`config.mk`:
```
export PLATFORM = sky130hd
export DESIGN_NAME = oscillator_divider_search
export DESIGN_NICKNAME = d
export VERILOG_FILES = /design/src/rtl/ods_pkg.sv /design/src/rtl/ods_search.sv /design/src/rtl/ods_divider.sv /design/src/rtl/oscillator_divider_search.sv
export SDC_FILE = /design/constraint.sdc
export NUM_CORES = 2
export LEC_CHECK = 0
export BUFFER_PORTS_ARGS = -buffer_cell sky130_fd_sc_hd__clkbuf_2
export CAP_MARGIN = 20
export CORE_MARGIN = 2
export CORE_UTILIZATION = 55
export DETAILED_ROUTE_END_ITERATION = 8
export MAX_ROUTING_LAYER = met4
export PLACE_DENSITY = 0.73
export SETUP_SLACK_MARGIN = 0.02
export SLEW_MARGIN = 15
export SYNTH_ARGS = -nofsm -noshare
export SYNTH_HDL_FRONTEND = slang
export SYNTH_SLANG_ARGS = --single-unit
```
`constraint.sdc`:
```
create_clock -name clock -period 14.95 [get_ports clock]
set_input_delay 2.99 -clock clock [delete_from_list [all_inputs] [get_ports clock]]
set_output_delay 2.99 -clock clock [all_outputs]
set_load 0.01 [all_outputs]
```
`src/rtl/ods_pkg.sv`:
```
// Shared types, constants and tables for the oscillator divider search.
// Used by ods_search, ods_divider and oscillator_divider_search.
package ods_pkg;

   // Field widths
   localparam int TARGET_W = 32;
   localparam int XTAL_W   = 32;
   localparam int HS_W     = 4;
   localparam int N1_W     = 8;
   localparam int MULT_W   = 11;   // hs * n1 up to 11 * 128 = 1408
   localparam int PROD_W   = 43;   // target * hs * n1
   localparam int DCO_W    = 34;
   localparam int RFREQ_W  = 38;
   localparam int FRAC_SHIFT = 31; // Q21 over Q24 into Q28

   // Crystal register after reset, about 114.285 MHz in Q8.24
   localparam logic [XTAL_W-1:0] XTAL_RESET = 32'd1917384131;

   // DCO window in Q21 MHz, both ends included
   localparam logic [PROD_W-1:0] DCO_MIN = 43'd4850 << 21;
   localparam logic [PROD_W-1:0] DCO_MAX = 43'd5670 << 21;

   // Scan limits
   localparam logic [N1_W-1:0] N1_FIRST = 8'd1;
   localparam logic [N1_W-1:0] N1_LAST  = 8'd128;
   localparam logic [2:0]      HS_LAST  = 3'd5;

   // Best pair found by the search
   typedef struct packed {
      logic             found;
      logic [HS_W-1:0]  hs;
      logic [N1_W-1:0]  n1;
      logic [DCO_W-1:0] dco;
   } best_type;

   // High-speed divider values in scan order: 11, 9, 7, 6, 5, 4
   function automatic logic [HS_W-1:0] hs_of(input logic [2:0] idx);
      logic [HS_W-1:0] val;
      case (idx)
         3'd0: val = 4'd11;
         3'd1: val = 4'd9;
         3'd2: val = 4'd7;
         3'd3: val = 4'd6;
         3'd4: val = 4'd5;
         default: val = 4'd4;
      endcase
      return val;
   endfunction

endpackage

```
`src/rtl/ods_search.sv`:
```
// Divider pair scan: steps through each HS with N1 = 1 and every even N1,
// one per cycle, in a three-stage multiply/compare pipeline. Depends on ods_pkg.
module ods_search (
   input  logic                             clock,
   input  logic                             reset,
   input  logic                             start,
   input  logic [ods_pkg::TARGET_W-1:0]     target_freq,
   output logic                             done,
   output ods_pkg::best_type                best
);

   logic [ods_pkg::TARGET_W-1:0] target_ff;

   // scan counters
   logic                     scan_ff, scan_in;
   logic [ods_pkg::N1_W-1:0] n_ff, n_in;
   logic [2:0]               k_ff, k_in;

   // stage A: divider product
   logic                       a_vld_ff, a_last_ff;
   logic [ods_pkg::MULT_W-1:0] a_mult_ff;
   logic [ods_pkg::HS_W-1:0]   a_hs_ff;
   logic [ods_pkg::N1_W-1:0]   a_n1_ff;

   // stage B: DCO product
   logic                       b_vld_ff, b_last_ff;
   logic [ods_pkg::PROD_W-1:0] b_dco_ff;
   logic [ods_pkg::HS_W-1:0]   b_hs_ff;
   logic [ods_pkg::N1_W-1:0]   b_n1_ff;

   ods_pkg::best_type best_ff, best_in;
   logic              done_ff, done_in;

   logic [ods_pkg::HS_W-1:0]      hs_cur;
   logic                          last_pair;
   logic [ods_pkg::HS_W+ods_pkg::N1_W-1:0] mult_full;
   logic                          in_window;
   logic                          better;

   assign hs_cur    = ods_pkg::hs_of(k_ff);
   assign last_pair = (n_ff == ods_pkg::N1_LAST) && (k_ff == ods_pkg::HS_LAST);
   assign mult_full = 12'(hs_cur) * 12'(n_ff);

   // window and ordering check on stage B
   assign in_window = (b_dco_ff >= ods_pkg::DCO_MIN) && (b_dco_ff <= ods_pkg::DCO_MAX);
   assign better    = !best_ff.found ||
                      (b_dco_ff < ods_pkg::PROD_W'(best_ff.dco));

   // scan sequencing
   always_comb begin
      scan_in = scan_ff;
      n_in    = n_ff;
      k_in    = k_ff;
      if (start) begin
         scan_in = 1'b1;
         n_in    = ods_pkg::N1_FIRST;
         k_in    = 3'd0;
      end else if (scan_ff) begin
         if (last_pair) begin
            scan_in = 1'b0;
         end else if (k_ff == ods_pkg::HS_LAST) begin
            k_in = 3'd0;
            n_in = (n_ff == ods_pkg::N1_FIRST) ? 8'd2 : n_ff + 8'd2;
         end else begin
            k_in = k_ff + 3'd1;
         end
      end
   end

   // best pair tracking; earlier pair wins a tie through the strict compare
   always_comb begin
      best_in = best_ff;
      done_in = 1'b0;
      if (start) begin
         best_in = '0;
      end else if (b_vld_ff) begin
         if (in_window && better) begin
            best_in.found = 1'b1;
            best_in.hs    = b_hs_ff;
            best_in.n1    = b_n1_ff;
            best_in.dco   = b_dco_ff[ods_pkg::DCO_W-1:0];
         end
         done_in = b_last_ff;
      end
   end

   always_ff @(posedge clock) begin
      if (reset) begin
         scan_ff  <= 1'b0;
         a_vld_ff <= 1'b0;
         b_vld_ff <= 1'b0;
         done_ff  <= 1'b0;
         best_ff  <= '0;
      end else begin
         scan_ff  <= scan_in;
         a_vld_ff <= scan_ff;
         b_vld_ff <= a_vld_ff;
         done_ff  <= done_in;
         best_ff  <= best_in;
      end
   end

   // payload path, no reset
   always_ff @(posedge clock) begin
      if (start) begin
         target_ff <= target_freq;
      end
      n_ff      <= n_in;
      k_ff      <= k_in;
      a_last_ff <= last_pair;
      a_mult_ff <= mult_full[ods_pkg::MULT_W-1:0];
      a_hs_ff   <= hs_cur;
      a_n1_ff   <= n_ff;
      b_last_ff <= a_last_ff;
      b_dco_ff  <= ods_pkg::PROD_W'(target_ff) * ods_pkg::PROD_W'(a_mult_ff);
      b_hs_ff   <= a_hs_ff;
      b_n1_ff   <= a_n1_ff;
   end

   assign done = done_ff;
   assign best = best_ff;

endmodule

```
`src/rtl/ods_divider.sv`:
```
// Restoring divider, one quotient bit per cycle: floor(dco * 2^31 / xtal)
// saturated to 38 bits. Depends on ods_pkg.
module ods_divider (
   input  logic                            clock,
   input  logic                            reset,
   input  logic                            start,
   input  logic [ods_pkg::DCO_W-1:0]       dividend,
   input  logic [ods_pkg::XTAL_W-1:0]      divisor,
   output logic                            done,
   output logic [ods_pkg::RFREQ_W-1:0]     quotient
);

   localparam int NUM_W = ods_pkg::DCO_W + ods_pkg::FRAC_SHIFT;
   localparam int CNT_W = $clog2(NUM_W);

   logic                          run_ff, run_in;
   logic                          done_ff, done_in;
   logic [CNT_W-1:0]              cnt_ff, cnt_in;
   logic [NUM_W-1:0]              num_ff, num_in;
   logic [ods_pkg::XTAL_W-1:0]    rem_ff, rem_in;
   logic [ods_pkg::XTAL_W-1:0]    div_ff, div_in;
   logic [ods_pkg::RFREQ_W-1:0]   quo_ff, quo_in;

   logic [ods_pkg::XTAL_W:0]      trial;
   logic                          fits;
   logic                          saturate;

   // quotient reaches 2^38 exactly when dividend / divisor >= 128
   assign saturate = ({5'd0, dividend} >= {divisor, 7'd0});
   assign trial    = {rem_ff, num_ff[NUM_W-1]};
   assign fits     = trial >= {1'b0, div_ff};

   always_comb begin
      run_in  = run_ff;
      done_in = 1'b0;
      cnt_in  = cnt_ff;
      num_in  = num_ff;
      rem_in  = rem_ff;
      div_in  = div_ff;
      quo_in  = quo_ff;
      if (start) begin
         div_in = divisor;
         num_in = {dividend, ods_pkg::FRAC_SHIFT'(0)};
         rem_in = '0;
         cnt_in = '0;
         if (saturate) begin
            quo_in  = '1;
            done_in = 1'b1;
         end else begin
            quo_in = '0;
            run_in = 1'b1;
         end
      end else if (run_ff) begin
         // one shift-subtract step
         num_in = {num_ff[NUM_W-2:0], 1'b0};
         rem_in = fits ? ods_pkg::XTAL_W'(trial - {1'b0, div_ff}) : trial[ods_pkg::XTAL_W-1:0];
         quo_in = {quo_ff[ods_pkg::RFREQ_W-2:0], fits};
         cnt_in = cnt_ff + CNT_W'(1);
         if (cnt_ff == CNT_W'(NUM_W - 1)) begin
            run_in  = 1'b0;
            done_in = 1'b1;
         end
      end
   end

   always_ff @(posedge clock) begin
      if (reset) begin
         run_ff  <= 1'b0;
         done_ff <= 1'b0;
      end else begin
         run_ff  <= run_in;
         done_ff <= done_in;
      end
   end

   always_ff @(posedge clock) begin
      cnt_ff <= cnt_in;
      num_ff <= num_in;
      rem_ff <= rem_in;
      div_ff <= div_in;
      quo_ff <= quo_in;
   end

   assign done     = done_ff;
   assign quotient = quo_ff;

endmodule

```
`src/rtl/oscillator_divider_search.sv`:
```
// Top level of the oscillator divider search: request/response sequencer
// and crystal register. Depends on ods_pkg, ods_search and ods_divider.
//
// A request on start is taken while busy is low. The scan issues one of the
// 390 (HS, N1) pairs per cycle into a single multiplier pipeline; when a pair
// fits, the RFREQ division then yields one quotient bit per cycle, or skips its
// shift-subtract steps when the quotient saturates. busy stays high for the
// whole request. The result is shown for exactly one cycle with rsp_valid and
// cannot be held off; it is registered, so the receiver must take it in that
// cycle. The crystal register is written through csr_valid/csr_ready at any
// time the block is idle; ready is always high.
module oscillator_divider_search (
   input  logic                          clock,
   input  logic                          reset,
   // request
   input  logic                          start,
   output logic                          busy,
   input  logic [ods_pkg::TARGET_W-1:0]  req_target_freq,
   // response
   output logic                          rsp_valid,
   output logic                          rsp_found,
   output logic [ods_pkg::HS_W-1:0]      rsp_hs_divider,
   output logic [ods_pkg::N1_W-1:0]      rsp_n1_divider,
   output logic [ods_pkg::DCO_W-1:0]     rsp_dco_freq,
   output logic [ods_pkg::RFREQ_W-1:0]   rsp_rfreq_word,
   // crystal register write
   input  logic                          csr_valid,
   output logic                          csr_ready,
   input  logic [ods_pkg::XTAL_W-1:0]    csr_data
);

   localparam logic [1:0] ST_IDLE   = 2'd0;
   localparam logic [1:0] ST_SEARCH = 2'd1;
   localparam logic [1:0] ST_DIVIDE = 2'd2;

   logic [1:0]                   state_ff, state_in;
   logic [ods_pkg::XTAL_W-1:0]   xtal_ff;
   logic                         accept;

   logic                         search_done;
   ods_pkg::best_type            best;
   logic                         div_start;
   logic                         div_done;
   logic [ods_pkg::RFREQ_W-1:0]  div_quo;

   logic                         vld_ff, vld_in;
   ods_pkg::best_type            res_ff, res_in;
   logic [ods_pkg::RFREQ_W-1:0]  rfreq_ff, rfreq_in;

   assign busy      = (state_ff != ST_IDLE);
   assign accept    = start && !busy;
   assign csr_ready = 1'b1;

   // crystal register
   always_ff @(posedge clock) begin
      if (reset) begin
         xtal_ff <= ods_pkg::XTAL_RESET;
      end else if (csr_valid && csr_ready) begin
         xtal_ff <= csr_data;
      end
   end

   ods_search u_search (
      .clock       (clock),
      .reset       (reset),
      .start       (accept),
      .target_freq (req_target_freq),
      .done        (search_done),
      .best        (best)
   );

   ods_divider u_divider (
      .clock    (clock),
      .reset    (reset),
      .start    (div_start),
      .dividend (best.dco),
      .divisor  (xtal_ff),
      .done     (div_done),
      .quotient (div_quo)
   );

   // request sequencer
   always_comb begin
      state_in  = state_ff;
      div_start = 1'b0;
      vld_in    = 1'b0;
      res_in    = res_ff;
      rfreq_in  = rfreq_ff;
      case (state_ff)
         ST_IDLE: begin
            if (accept) begin
               state_in = ST_SEARCH;
            end
         end
         ST_SEARCH: begin
            if (search_done) begin
               if (best.found) begin
                  div_start = 1'b1;
                  state_in  = ST_DIVIDE;
               end else begin
                  // no pair fits: all fields zero
                  res_in   = '0;
                  rfreq_in = '0;
                  vld_in   = 1'b1;
                  state_in = ST_IDLE;
               end
            end
         end
         ST_DIVIDE: begin
            if (div_done) begin
               res_in   = best;
               rfreq_in = div_quo;
               vld_in   = 1'b1;
               state_in = ST_IDLE;
            end
         end
         default: begin
            state_in = ST_IDLE;
         end
      endcase
   end

   always_ff @(posedge clock) begin
      if (reset) begin
         state_ff <= ST_IDLE;
         vld_ff   <= 1'b0;
      end else begin
         state_ff <= state_in;
         vld_ff   <= vld_in;
      end
   end

   always_ff @(posedge clock) begin
      res_ff   <= res_in;
      rfreq_ff <= rfreq_in;
   end

   assign rsp_valid      = vld_ff;
   assign rsp_found      = res_ff.found;
   assign rsp_hs_divider = res_ff.hs;
   assign rsp_n1_divider = res_ff.n1;
   assign rsp_dco_freq   = res_ff.dco;
   assign rsp_rfreq_word = rfreq_ff;

   // a transaction starts a request that stays busy until its result
   a_accept_busy: assert property (@(posedge clock) disable iff (reset)
      accept |=> busy)
      else $error("request accepted but block not busy");

   // result strobe lasts one cycle
   a_single_strobe: assert property (@(posedge clock) disable iff (reset)
      rsp_valid |=> !rsp_valid)
      else $error("result strobe longer than one cycle");

   // a miss reports all-zero fields
   a_miss_zero: assert property (@(posedge clock) disable iff (reset)
      (rsp_valid && !rsp_found) |-> (rsp_hs_divider == '0 && rsp_n1_divider == '0 &&
                                     rsp_dco_freq == '0 && rsp_rfreq_word == '0))
      else $error("miss with nonzero fields");

   // a hit lies inside the DCO window
   a_hit_window: assert property (@(posedge clock) disable iff (reset)
      (rsp_valid && rsp_found) |->
         (ods_pkg::PROD_W'(rsp_dco_freq) >= ods_pkg::DCO_MIN &&
          ods_pkg::PROD_W'(rsp_dco_freq) <= ods_pkg::DCO_MAX))
      else $error("reported DCO outside window");

endmodule
```
Word-level counts from Yosys, hierarchy flattened --
Cells that the tools add are included.
Storage, ports and cells: word-level logic and storage cells 121, bits in writable memories 0, latch bits 0, memories kept 0, ROM bits 0, register bits 439, bits of input ports 68, output and inout bits 88
Operators by class: equality and inequality tests 15, shift operators 0, add/sub/neg operators 4, div/mod/pow operators 0, bitwise gates (word level) 2, reduce and logical (&&, ||, !) cells 19, mux-type cells 40, $lt $le $gt $ge 5, multipliers 2
Operators by type and width (count):
- $mux W38 | 6
- $mux W47 | 3
- $mux W65 | 2
- $pmux W47 S2 | 1
- $pmux W38 S2 | 1
- $ge A43 B34 Y1 const B | 1
- $le A43 B34 Y1 const B | 1
- $lt A43 B34 Y1 | 1
- $mul A32 B11 Y43 | 1
- $ge A34 B39 Y1 | 1
- $ge A33 B32 Y1 | 1
- $mux W32 | 1
- $sub A32 B32 Y32 | 1
- $pmux W4 S5 | 1
- $mux W1 | 17
- $mul A4 B8 Y11 | 1
- $add A8 B2 Y8 const B | 1
- $eq A8 B1 Y1 const B | 1
- $eq A8 B8 Y1 const B | 1
- $mux W2 | 4
- $mux W8 | 1
- $add A7 B1 Y7 const B | 1
- $eq A7 B7 Y1 const B | 1
- $eq A3 B2 Y1 const B | 2
- 22 further kinds | 35

Depth between registers and ports, before layout --
word-level depth 5, depth in mapped cells 22, depth with buffers taken out 21

Hierarchy --
From an unflattened synthesis, not the netlist that was laid out.
Unflattened totals: cell total of the unflattened synthesis 3089, area, all modules 30733.2 um2
Modules (own cells, without submodules):
- ods_search | area each 17877.1 um2, seq. area each 3803.6 um2, times used 1, cells each 1957
- ods_divider | area each 8311.7 um2, seq. area each 3943.8 um2, times used 1, cells each 817
- oscillator_divider_search | area each 4544.4 um2, seq. area each 3253.1 um2, times used 1, cells each 315

Least setup slack after synthesis --
No wires, ideal clock.
path type register -> register, start register u_search.a_mult_ff[7] in the netlist's numbering, end register u_search.b_dco_ff[41] in the netlist's numbering, buffers on the path 2, clock period less this slack 5.753 ns, cell stages (with the launch flop) 22, setup slack 9.197 ns, data required time 14.827 ns, setup time 0.123 ns, arrival 5.630 ns, cell sequence dfxtp_1 > clkbuf_1 > nand2_1 > fa_1 > inv_1 > fa_1 > fa_1 > fa_1 > inv_1 > fa_1 > inv_1 > ha_1 > buf_2 > and3_1 > nor3b_1 > a221oi_2 > o21ai_1 > a41o_1 > a221o_1 > a31oi_2 > o21ai_1 > xor2_1
On the way: word-level cells in the longest chain between the ends 1
RTL lines:
- start, declared | RTL line ods_search.sv:21 | logic [ods_pkg::MULT_W-1:0] a_mult_ff;
- start signal, assigned | RTL line ods_search.sv:111 | a_mult_ff <= mult_full[ods_pkg::MULT_W-1:0];
- $mul A32 B11 Y43 | RTL line ods_search.sv:115 | b_dco_ff <= ods_pkg::PROD_W'(target_ff) * ods_pkg::PROD_W'(a_mult_ff);
- end signal, assigned | RTL line ods_search.sv:115
- end, declared | RTL line ods_search.sv:27 | logic [ods_pkg::PROD_W-1:0] b_dco_ff;
Every way passes these cells. A chain may end at the register's enable or synchronous reset.

Final worst setup path --
Ends and elaborated chain as after synthesis.

==> impl_results.html <==
<table>
<tr><th>Metric</th><th>Value</th></tr>
<tr><th colspan="2">Synth</th></tr>
<tr><td>Synth Warn #</td><td>0</td></tr>
<tr><td>Most instantiated flip-flop cell in the synthesis netlist</td><td>sky130_fd_sc_hd__edfxtp_1</td></tr>
<tr><td>Synth Area per Inst</td><td>10.1 µm²</td></tr>
<tr><td>Synthesized flop and latch total</td><td>439</td></tr>
<tr><td>Net Count, Synth</td><td>3513</td></tr>
<tr><td>Area of the mapped netlist</td><td>30000 µm²</td></tr>
<tr><td>Sequential area share after synthesis</td><td>36.7%</td></tr>
<tr><td>Cell count after synthesis</td><td>2969</td></tr>
<tr><td>Count of cell types in the netlist</td><td>between 70 and 80</td></tr>
<tr><td>FFs w/ async S/R, synth</td><td>0%</td></tr>
<tr><td>Number of enable-type register cells in the synthesized netlist</td><td>221</td></tr>
<tr><th colspan="2">Route</th></tr>
<tr><td>Drt first pass iters</td><td>5</td></tr>
<tr><td>Routed wirelength normalized by instance count</td><td>18.1 µm</td></tr>
<tr><td>Average via count per standard cell</td><td>about 5.6</td></tr>
<tr><td>Initial detailed-routing violation count</td><td>1565</td></tr>
<tr><td>DRC</td><td>0</td></tr>
<tr><td>Number of vias in the routed layout</td><td>21000</td></tr>
<tr><td>Count of nets left with antenna violations after detail routing</td><td>0</td></tr>
<tr><td>Final Routed Wirelength</td><td>68.6 mm</td></tr>
<tr><th colspan="2">Floorplanning</th></tr>
<tr><td>Standard cell core area</td><td>53800 µm²</td></tr>
<tr><td>Standard-cell row count</td><td>85</td></tr>
<tr><td>Top-Level Pins</td><td>156</td></tr>
<tr><td>Vert. Die Dim</td><td>237 µm</td></tr>
<tr><td>Starting density of the core</td><td>55.7%</td></tr>
<tr><td>Die Footprint</td><td>between 50000 and 60000 µm²</td></tr>
<tr><td>Overall die width</td><td>237 µm</td></tr>
<tr><th colspan="2">Placement</th></tr>
<tr><td>HPWL reported at the end of detailed placement</td><td>50.8 mm</td></tr>
<tr><td>Final GP Congestion</td><td>0.873</td></tr>
<tr><td>Port-buffer cells</td><td>154</td></tr>
<tr><td>Placement Setup Slack</td><td>8610 ps</td></tr>
<tr><th colspan="2">Global route</th></tr>
<tr><td>GRT Util Overall</td><td>between 20 and 30%</td></tr>
<tr><td>Maximum number of pins on one net before global-route repair</td><td>73</td></tr>
<tr><td>Grt met2 use</td><td>41.7%</td></tr>
<tr><td>Layer carrying the most global-route usage</td><td>met2</td></tr>
<tr><td>Met3 Track Usage GR</td><td>4.12%</td></tr>
<tr><td>Wire length of the first global-routing pass</td><td>112 mm</td></tr>
<tr><td>Global-route met1 utilization</td><td>32.1%</td></tr>
<tr><td>Leftover overflow at the end of global routing</td><td>0</td></tr>
<tr><td>Via count of the first global-routing pass</td><td>between 20000 and 25000</td></tr>
<tr><td>Initial antenna violation count</td><td>0</td></tr>
<tr><th colspan="2">Setup path</th></tr>
<tr><td>CP Launch Type</td><td>flop</td></tr>
<tr><td>Setup Crit Path Kind</td><td>flop to flop</td></tr>
<tr><td>Delay-heaviest family, CP</td><td>adder cells</td></tr>
<tr><td>Capturing element type of the critical path</td><td>flop</td></tr>
<tr><td>Cell seen most often among critical-path stages</td><td>sky130_fd_sc_hd__fa_1</td></tr>
<tr><td>Cell at the slowest stage of the critical path</td><td>sky130_fd_sc_hd__dfxtp_2</td></tr>
<tr><td>Max stage delay on crit path</td><td>840 ps</td></tr>
<tr><td>Flop2flop setup slack</td><td>8490 ps</td></tr>
<tr><td>Buf+Inv Stages, Crit Path</td><td>3</td></tr>
<tr><td>Cell chain of the critical path</td><td>nand2_1 -&gt; fa_1 -&gt; inv_1 -&gt; fa_1 -&gt; fa_1 -&gt; fa_1 -&gt; inv_1 -&gt; fa_1 -&gt; inv_1 -&gt; ha_1 -&gt; and3_1 -&gt; and2_1 -&gt; a221oi_2 -&gt; o21ai_1 -&gt; a41o_1 -&gt; a221o_1 -&gt; a31oi_2 -&gt; o21ai_1 -&gt; xor2_1</td></tr>
<tr><td>Critical Path Fanout Max</td><td>32</td></tr>
<tr><td>Crit path DAT</td><td>slightly below 7000 ps</td></tr>
<tr><td>Required time reported for the critical path endpoint</td><td>about 15000 ps</td></tr>
<tr><th colspan="2">STA</th></tr>
<tr><td>Setup TNS Final</td><td>0 ps</td></tr>
<tr><td>Fin worst setup slack</td><td>8490 ps</td></tr>
<tr><td>Unrepaired setup endpoints after global routing</td><td>no</td></tr>
<tr><td>Number of max-slew violations in the final report</td><td>0</td></tr>
<tr><td>Final clock skew</td><td>between 70 and 80 ps</td></tr>
<tr><td>Final clock period utilization by the worst path</td><td>43.2%</td></tr>
<tr><td>Final setup violation count</td><td>0</td></tr>
<tr><td>Highest clock rate</td><td>about 150 MHz</td></tr>
<tr><td>Headroom to the max-slew limit</td><td>36.0%</td></tr>
<tr><td>Minimum period implied by the final worst setup slack</td><td>6460 ps</td></tr>
<tr><td>Transition at the pin with the smallest max-transition slack</td><td>959 ps</td></tr>
<tr><td>Final Hold Violating Endpoints</td><td>0</td></tr>
<tr><th colspan="2">Clock tree</th></tr>
<tr><td>H-tree levels</td><td>2</td></tr>
<tr><td>Insertion delay of the later-clocked pin in the worst-skew pair</td><td>630 ps</td></tr>
<tr><td>Clock slew at reported path FFs</td><td>about 70 ps</td></tr>
<tr><td>Maximum clock path buffer count</td><td>3</td></tr>
<tr><td>Count of instances resized after the clock tree is built</td><td>0</td></tr>
<tr><td>Number of sinks handled by clock tree synthesis</td><td>439</td></tr>
<tr><td>Root buf cell</td><td>sky130_fd_sc_hd__clkbuf_16</td></tr>
<tr><td>Post-cts hold buffer count</td><td>0</td></tr>
<tr><td>CTS tree</td><td>yes</td></tr>
<tr><td>Setup Buffers After CTS</td><td>0</td></tr>
<tr><td>CTS buffer count</td><td>47</td></tr>
<tr><th colspan="2">Power and ir drop</th></tr>
<tr><td>Maximum VDD drop</td><td>around 110 µV</td></tr>
<tr><td>Power density cells</td><td>129 nW/µm²</td></tr>
<tr><td>Leakage power figure</td><td>0.0149 µW</td></tr>
<tr><th colspan="2">Finish</th></tr>
<tr><td>Fill cell total of the finished layout</td><td>4437</td></tr>
<tr><td>Fraction of final layout cells with drive strength greater than 1</td><td>9.02%</td></tr>
<tr><td>Antenna cell count</td><td>0</td></tr>
<tr><td>Area Overhead vs Synth</td><td>9.72%</td></tr>
<tr><td>Number of nets in the finished design</td><td>3598</td></tr>
<tr><th colspan="2">Flow run</th></tr>
<tr><td>Reported max-cap violation count</td><td>0</td></tr>
<tr><th colspan="2">Min path</th></tr>
<tr><td>Type of the worst min-delay path</td><td>flop to flop</td></tr>
<tr><th colspan="2">Status</th></tr>
<tr><td>Run status</td><td>complete, no violations</td></tr>
</table>
worst paths after layout:
check | start | endpoint | cells past startpoint
worst max-delay path | u_search.a_mult_ff[7] | u_search.b_dco_ff[41] | 19
worst min-delay path | u_search.a_n1_ff[3] | u_search.b_n1_ff[3] | 0
worst max register to register | u_search.a_mult_ff[7] | u_search.b_dco_ff[41] | 19
worst min register to register | u_search.a_n1_ff[3] | u_search.b_n1_ff[3] | 0
cells in the mapped netlist (all sizes together), types with 13 or more instances:
cell type	n	area share, %
nand3	23	0.40
mux2i	91	3.0
nor2b	22	0.46
a21o	95	2.4
a21oi	107	1.8
o211ai	15	0.38
dfxtp	218	15
and2	212	4.4
buf	15	0.41
nand4	27	0.56
fa	282	19
o21bai	13	0.33
xor2	29	0.85
inv	424	5.3
and3	21	0.46
o21ai	93	1.6
xnor2	52	1.5
nor3	13	0.22
a31oi	13	0.31
clkbuf	125	1.6
nor2	175	2.2
ha	194	8.1
a211oi	23	0.58
nand2	347	4.4
edfxtp	221	22
where the power goes:
part	switching [µW]	internal [µW]
sequential	116	1380
combinational	890	662
clock	509	672
cell type report:
cell class	count	area [µm²]	share of cell area, %
timing repair buffer	176	971	2.95
tap	696	871	2.65
sequential	439	11000	33.5
multi-input combinational	1963	16800	51.1
inverter	427	1600	4.88
clock inverter	24	294	0.894
clock buffer	64	1330	4.03
cells in the final DEF, fill, tap and decap left out, drive strengths merged, types with 5 or more instances in the layout:
| cell | netlist | final |
|---|---|---|
| inv | 424 | 425 |
| nand2 | 347 | 347 |
| fa | 282 | 282 |
| edfxtp | 221 | 221 |
| dfxtp | 218 | 218 |
| clkbuf | 125 | 218 |
| and2 | 212 | 212 |
| ha | 194 | 194 |
| nor2 | 175 | 175 |
| a21oi | 107 | 107 |
| a21o | 95 | 95 |
| o21ai | 93 | 93 |
| mux2i | 91 | 91 |
| xnor2 | 52 | 52 |
| xor2 | 29 | 29 |
| nand4 | 27 | 27 |
| a211oi | 23 | 23 |
| nand3 | 23 | 23 |
| nor2b | 22 | 22 |
| buf | 15 | 22 |
| and3 | 21 | 21 |
| clkinv | 3 | 19 |
| o211ai | 15 | 15 |
| o21bai | 13 | 13 |
| nor3 | 13 | 13 |
| a31oi | 13 | 13 |
| nor4 | 12 | 12 |
| or3 | 12 | 12 |
| o21a | 11 | 11 |
| o31ai | 8 | 8 |
| a311oi | 5 | 5 |
| clkinvlp | 0 | 5 |
| o2111ai | 5 | 5 |
worst register-to-register path, cell delays in order (launching register included):
cell                       delay (ps)
sky130_fd_sc_hd__dfxtp_2          840
sky130_fd_sc_hd__nand2_1          210
sky130_fd_sc_hd__fa_1             580
sky130_fd_sc_hd__inv_1             60
sky130_fd_sc_hd__fa_1             470
sky130_fd_sc_hd__fa_1             520
sky130_fd_sc_hd__fa_1             550
sky130_fd_sc_hd__inv_1             60
sky130_fd_sc_hd__fa_1             530
sky130_fd_sc_hd__inv_1             50
sky130_fd_sc_hd__ha_1             360
sky130_fd_sc_hd__and3_1           220
sky130_fd_sc_hd__and2_1           190
sky130_fd_sc_hd__a221oi_2         230
sky130_fd_sc_hd__o21ai_1          160
sky130_fd_sc_hd__a41o_1           310
sky130_fd_sc_hd__a221o_1          410
sky130_fd_sc_hd__a31oi_2          280
sky130_fd_sc_hd__o21ai_1          100
sky130_fd_sc_hd__xor2_1           150
sequential cells by signal (all words and copies together), names as in the netlist, 11 cells and up:
register,flops
u_divider.quotient,38
u_divider.rem_ff,32
u_search.a_mult_ff,11
u_divider.num_ff,34
u_search.best,47
rsp_rfreq_word,38
xtal_ff,32
u_divider.div_ff,32
rsp_dco_freq,34
u_search.b_dco_ff,43
u_search.target_ff,32
layer usage:
layer	part of all wire, %	vias to the layer above	wire [µm]
met5	0	-	0
met4	3.1	0	2150
met3	5.9	137	4070
met2	48	699	33200
met1	43	10300	29200
li1	-	9868	-
metrics by stage:
step / total power, µW / utilization [%] / hold WS (ps) / std cells / area (µm²)
finish: 4230 / 61.1 / 323 / 3789 / 32900
global route: 4520 / 61.1 / 329 / 3789 / 32900
CTS: 4240 / 61.0 / 325 / 3786 / 32800
detailed placement: 3050 / 58.0 / 312 / 3698 / 31200
global placement: 3000 / 58.0 / 312 / 3698 / 31200
floorplan: 2680 / - / 310 / 2969 / 30000
kinds of logic (layout without fill, tap and decap cells):
group                      count (synthesis)  after routing  synth area share, %
xor gates and xnor gates                  81             81                 2.37
and+or+nand+nor                          885            885                 14.1
AOI/OAI and AO/OA                        429            429                 9.46
DFF                                      439            439                 36.7
buffers and inverters                    567            691                 7.32
other                                      1              1               0.0125
adders and majority gates                476            476                 26.9
muxes                                     91             91                 3.04
Note: power is estimated with default switching activity, not from simulation.
